==> config.mk <==
export PLATFORM = sky130hd
export DESIGN_NAME = gxk_lcg
export DESIGN_NICKNAME = d
export VERILOG_FILES = /design/src/design/gfsr_xor_keystream_cipher_unit_assert.svh /design/src/design/gxk_pkg.sv /design/src/design/gxk_lcg.sv
export SDC_FILE = /design/constraint.sdc
export NUM_CORES = 1
export LEC_CHECK = 0
export BUFFER_PORTS_ARGS = -buffer_cell sky130_fd_sc_hd__buf_2
export CORE_MARGIN = 2
export CORE_UTILIZATION = 40
export DETAILED_ROUTE_END_ITERATION = 16
export PLACE_DENSITY = 0.62
export SYNTH_ARGS = -nofsm -noshare
export SYNTH_HDL_FRONTEND = slang
export SYNTH_SLANG_ARGS = --single-unit
==> constraint.sdc <==
create_clock -name clk -period 6.03 [get_ports clk]
set_input_delay 1.206 -clock clk [delete_from_list [all_inputs] [get_ports clk]]
set_output_delay 1.206 -clock clk [all_outputs]
set_load 0.01 [all_outputs]
==> src/design/gfsr_xor_keystream_cipher_unit_assert.svh <==
// Assertion macros used by the keystream cipher unit RTL.
`ifndef GFSR_XOR_KEYSTREAM_CIPHER_UNIT_ASSERT_SVH
`define GFSR_XOR_KEYSTREAM_CIPHER_UNIT_ASSERT_SVH

// Same-cycle implication, checked outside reset.
`define GXK_ASSERT_IMP(name, clk, rst_n, ante, cons) \
  name: assert property (@(posedge clk) disable iff (!rst_n) (ante) |-> (cons)) \
    else $error("gxk: implication check failed");

// Next-cycle implication, checked outside reset.
`define GXK_ASSERT_NXT(name, clk, rst_n, ante, cons) \
  name: assert property (@(posedge clk) disable iff (!rst_n) (ante) |=> (cons)) \
    else $error("gxk: next-cycle check failed");

`endif

==> src/design/gxk_pkg.sv <==
// Types and constants of the GFSR keystream cipher.
`default_nettype none
package gxk_pkg;

  localparam int WORD_W      = 32;
  localparam int TABLE_WORDS = 521;
  localparam int TAB_AW      = $clog2(TABLE_WORDS);
  localparam int LAG_WORDS   = 32;
  localparam int MIX_BASE    = TABLE_WORDS - LAG_WORDS;
  localparam int SEED_WORDS  = 17;
  localparam int MIX_PASSES  = 3;
  localparam int LCG_BIT_W   = $clog2(WORD_W);
  localparam int LCG_WCNT_W  = $clog2(SEED_WORDS);
  localparam int SHL_BITS    = 23;
  localparam int SHR_BITS    = 9;

  // taps of the lag line, newest word at the top
  localparam int TAP_P1  = LAG_WORDS - 1;
  localparam int TAP_P16 = LAG_WORDS - 16;
  localparam int TAP_P17 = LAG_WORDS - 17;

  typedef logic [WORD_W-1:0] word_t;
  typedef logic [TAB_AW-1:0] tab_addr_t;

  localparam word_t     LCG_MULT      = 32'h5D588B65;
  localparam tab_addr_t LAST_ADDR     = tab_addr_t'(TABLE_WORDS - 1);
  localparam tab_addr_t MIX_BASE_ADDR = tab_addr_t'(MIX_BASE);

  localparam logic KIND_SETUP = 1'b0;
  localparam logic KIND_DATA  = 1'b1;

  typedef struct packed {
    logic      we;
    tab_addr_t waddr;
    word_t     wdata;
    logic      re;
    tab_addr_t raddr;
  } mem_req_t;

  typedef struct packed {
    logic  valid;
    logic  last;
    word_t word;
  } lcg_word_t;

  typedef enum logic [2:0] {
    ST_IDLE,
    ST_SEED,
    ST_EXT,
    ST_MIX_PRE,
    ST_MIX_RUN,
    ST_MIX_TAIL,
    ST_XOR
  } state_t;

endpackage
`default_nettype wire

==> src/design/gxk_lcg.sv <==
// LCG seed generator: one LCG step per cycle; each table word collects the top bit of successive steps.
`default_nettype none
module gxk_lcg (
  input  wire logic               clk,
  input  wire logic               rst_n,
  input  wire logic               start,
  input  wire gxk_pkg::word_t     seed,
  output gxk_pkg::lcg_word_t      lcg_w
);
  import gxk_pkg::*;

  localparam logic [LCG_BIT_W-1:0]  BIT_LAST  = LCG_BIT_W'(WORD_W - 1);
  localparam logic [LCG_WCNT_W-1:0] WORD_LAST = LCG_WCNT_W'(SEED_WORDS - 1);

  logic                  busy_r, busy_nxt;
  word_t                 s_r, s_nxt;
  word_t                 acc_r, acc_nxt;
  logic [LCG_BIT_W-1:0]  bit_r, bit_nxt;
  logic [LCG_WCNT_W-1:0] wcnt_r, wcnt_nxt;
  logic                  valid_r, valid_nxt;
  logic                  last_r;
  word_t                 word_r;

  word_t s_step;
  word_t acc_step;
  logic  word_end;
  logic  last_word;

  assign s_step    = word_t'(s_r * LCG_MULT) + word_t'(1);
  assign acc_step  = {s_step[WORD_W-1], acc_r[WORD_W-1:1]};
  assign word_end  = busy_r && (bit_r == BIT_LAST);
  assign last_word = (wcnt_r == WORD_LAST);

  always_comb begin
    busy_nxt  = busy_r;
    s_nxt     = s_r;
    acc_nxt   = acc_r;
    bit_nxt   = bit_r;
    wcnt_nxt  = wcnt_r;
    valid_nxt = word_end;
    if (start) begin
      busy_nxt = 1'b1;
      s_nxt    = seed;
      acc_nxt  = '0;
      bit_nxt  = '0;
      wcnt_nxt = '0;
    end else if (busy_r) begin
      s_nxt   = s_step;
      acc_nxt = acc_step;
      bit_nxt = bit_r + 1'b1;
      if (word_end) begin
        wcnt_nxt = wcnt_r + 1'b1;
        if (last_word) begin
          busy_nxt = 1'b0;
        end
      end
    end
  end

  always_ff @(posedge clk) begin
    if (!rst_n) begin
      busy_r  <= 1'b0;
      valid_r <= 1'b0;
      bit_r   <= '0;
      wcnt_r  <= '0;
    end else begin
      busy_r  <= busy_nxt;
      valid_r <= valid_nxt;
      bit_r   <= bit_nxt;
      wcnt_r  <= wcnt_nxt;
    end
  end

  always_ff @(posedge clk) begin
    s_r   <= s_nxt;
    acc_r <= acc_nxt;
    if (word_end) begin
      word_r <= acc_step;
      last_r <= last_word;
    end
  end

  assign lcg_w.valid = valid_r;
  assign lcg_w.last  = last_r;
  assign lcg_w.word  = word_r;

endmodule
`default_nettype wire

==> flow_summary.toml <==
[timing]
finalCritPeriodShare_pct = 109
finalHoldViolCount = 0
worst_pin_slew_ns = 1.09
fin_crit_ns = 6.58
totalNegativeSetupSlack_ns = -4.66
setup_ws_ns = -0.550
grt_setup_unrepaired = "true"
holdWs_ns = 0.446
timing.fmax_mhz = 152
slew_viol_final = 0
skew_ns = 0.0152
setup_viol = 15
slew_headroom_pct = 27.2

[yosys]
yosysUniqueCellTypes = 53
netlist_area_sq_um = 11900
synth_edf_count = 65
async_flop_share_pct = 0
synthFlopType = "edfxtp_1"
synth_nets = 1498
yosysWarningCount = 0
ys_ff_latch = 108
yosysSeqAreaShare_pct = 23.6
syn_inst = 1104
syn_area_per_cell_sq_um = 10.8

[die]
pin_count = 69
dieArea_sq_um = 31100
die_x_um = 176
chipHeight_um = 176
core.rowCount = 63
start_util_pct = 40.3
core-area_sq_um = 29500

[cts]
clock_sinks = 108
clkSlewWorstSetupHoldPaths_ns = 0.09
clock_latency_ns = 0.37
h-tree-depth = 3
holdBufCountCts = 0
cts_root_buffer = "clkbuf_16"
numCtsBuffers = 9
clock_path_buffers = 2
cts_tree = "done"

[outcome]
violations = "setup timing"
status = "finished with violations"

[setup_path]
worst-setup-path-type = "register to register"
cp-start-kind = "register"
crit_required_ns = 6.15
critPathCaptureType = "register"
worstPathArrival_ns = 6.70
cp_max_fo = 4

[finish]
area_delta_synth_final_pct = 28.2
stdcell_count = 1760
antenna_cells = 0
drive_gt1_share_pct = 29.5
fin_area_sq_um = 15200
fillers = 2615
layout_commonest_cell = "inv_1"
final_cell_mix = "inv_1, buf_4, fa_1, ha_1, buf_2"
nets = 1759

[detailed_routing]
via_per_inst = 4.75
drt_iter0_drc = 403
drc = 0
drtAntennaViolNets = 0
firstDrtPassIters = 5
vias = 8361
routed_wl_um = 30400
routedWlPerCell_um = 17.3

[job]
maxCapViolations = 0

[grt]
grt_pass1_wl_um = 48700
grt-ovfl-total = 0
grt_pass1_vias = 8949
grt_max_degree = 54
grt_usage_pct = 20.7
grt_antenna_before_repair = 1

[placed_design]
placedCellCount = 1716
place.gp.congestion = 0.902
dp_hpwl_um = 25300
dpl-instance-area_sq_um = 14000
portBuffers = 68

[worst_hold_path]
holdCritPathClass = "register to register"
==> Yosys cell counts (3+ instances only) <==
cell	count	area, sq um
dfxtp_1	43	861
nor3_1	6	30.0
nor2_1	51	191
xor2_1	16	140
o211ai_1	4	30.0
edfxtp_1	65	1950
or2_2	4	25.0
nor2b_1	3	18.8
or3_1	4	25.0
mux2_2	4	45.0
a31oi_1	6	37.5
nand2b_1	6	37.5
ha_1	196	2450
o31ai_1	3	22.5
nand4_1	5	31.3
a21oi_1	18	90.1
and3_1	5	31.3
a21o_1	10	75.1
mux2i_1	33	330
nand2_1	41	154
a211oi_1	5	37.5
inv_1	275	1030
o211a_1	3	30.0
xnor2_1	44	385
a211o_1	4	35.0
o21a_1	7	52.6
nand3_1	7	35.0
clkbuf_1	14	52.6
fa_1	163	3260
o21ai_0	30	150
==> through the flow <==
step           setup WS (ns)  utilization, %
2_1_floorplan         -0.433               -
3_3_place_gp          -0.946            47.5
3_5_place_dp           -1.08            47.5
4_1_cts               -0.498            50.5
5_1_grt               -0.756            51.7
6_report              -0.550            51.7
==> worst paths after layout <==
kind | from | end | slack, ns | cells after the start
min | acc_r[1] | word_r[0] | 0.45 | 0
min reg2reg | acc_r[1] | word_r[0] | 0.45 | 0
max | s_r[17] | s_r[31] | -0.55 | 21
max reg2reg | s_r[17] | s_r[31] | -0.55 | 21
==> sequential cells by signal, indices dropped and copies added, names as in the netlist <==
| signal | cells |
|---|---|
| bit_r | 5 |
| last_r | 1 |
| valid_r | 1 |
| word_r | 32 |
| acc_r | 31 |
| s_r | 32 |
| wcnt_r | 5 |
| busy_r | 1 |
==> critical path: stages (launching register included) <==
cell      delay [ns]
edfxtp_1        0.51
ha_4            0.34
fa_2            0.44
fa_1            0.50
inv_2           0.04
fa_1            0.48
inv_1           0.05
fa_1            0.50
fa_1            0.44
fa_1            0.49
inv_1           0.05
fa_1            0.49
inv_2           0.05
ha_4            0.21
a21o_1          0.17
a2111o_1        0.37
o22ai_2         0.17
o21ai_1         0.10
or2_4           0.29
a211oi_4        0.29
xnor2_2         0.09
mux2_4          0.26
==> cell families (layout without fill, tap and decap cells) <==
group | after synthesis | count (layout) | synth area share [%]
buf+inv | 295 | 561 | 9.44
simple gates | 142 | 142 | 5.50
xor+xnor | 60 | 60 | 4.42
fa+ha+maj | 359 | 359 | 48.1
mux | 38 | 38 | 3.28
compound gates | 102 | 102 | 5.66
flops | 108 | 108 | 23.6
==> metal layers <==
layer | global-route usage (%) | vias up | routed length [um]
met4 | 4.24 | 2 | 503
met5 | 0 | - | 13
met2 | 33.7 | 152 | 14200
met3 | 4.48 | 33 | 1700
li1 | - | 4060 | -
met1 | 28.6 | 4114 | 14000
==> area by class of cell <==
cell class / count / area, sq um / area share (%)
Clock inverter: 7 / 91.3 / 0.599
Timing Repair Buffer: 269 / 1910 / 12.5
Multi-Input combinational cell: 701 / 8680 / 56.9
Clock buffer: 9 / 225 / 1.48
Sequential cell: 108 / 2810 / 18.5
Inverter: 276 / 1040 / 6.80
Tap cell: 390 / 488 / 3.20
==> timing repair <==
action | 4_1_cts | 5_1_grt
endpoints found under the setup margin | 20 | 21
gates resized for setup | 80 | 59
cloned | 0 | 0
buffers inserted | 26 | 6
pin swaps | 53 | 40
Power is not shown: default switching activity piles up to over one toggle a cycle in this logic, so the estimate is an artifact.
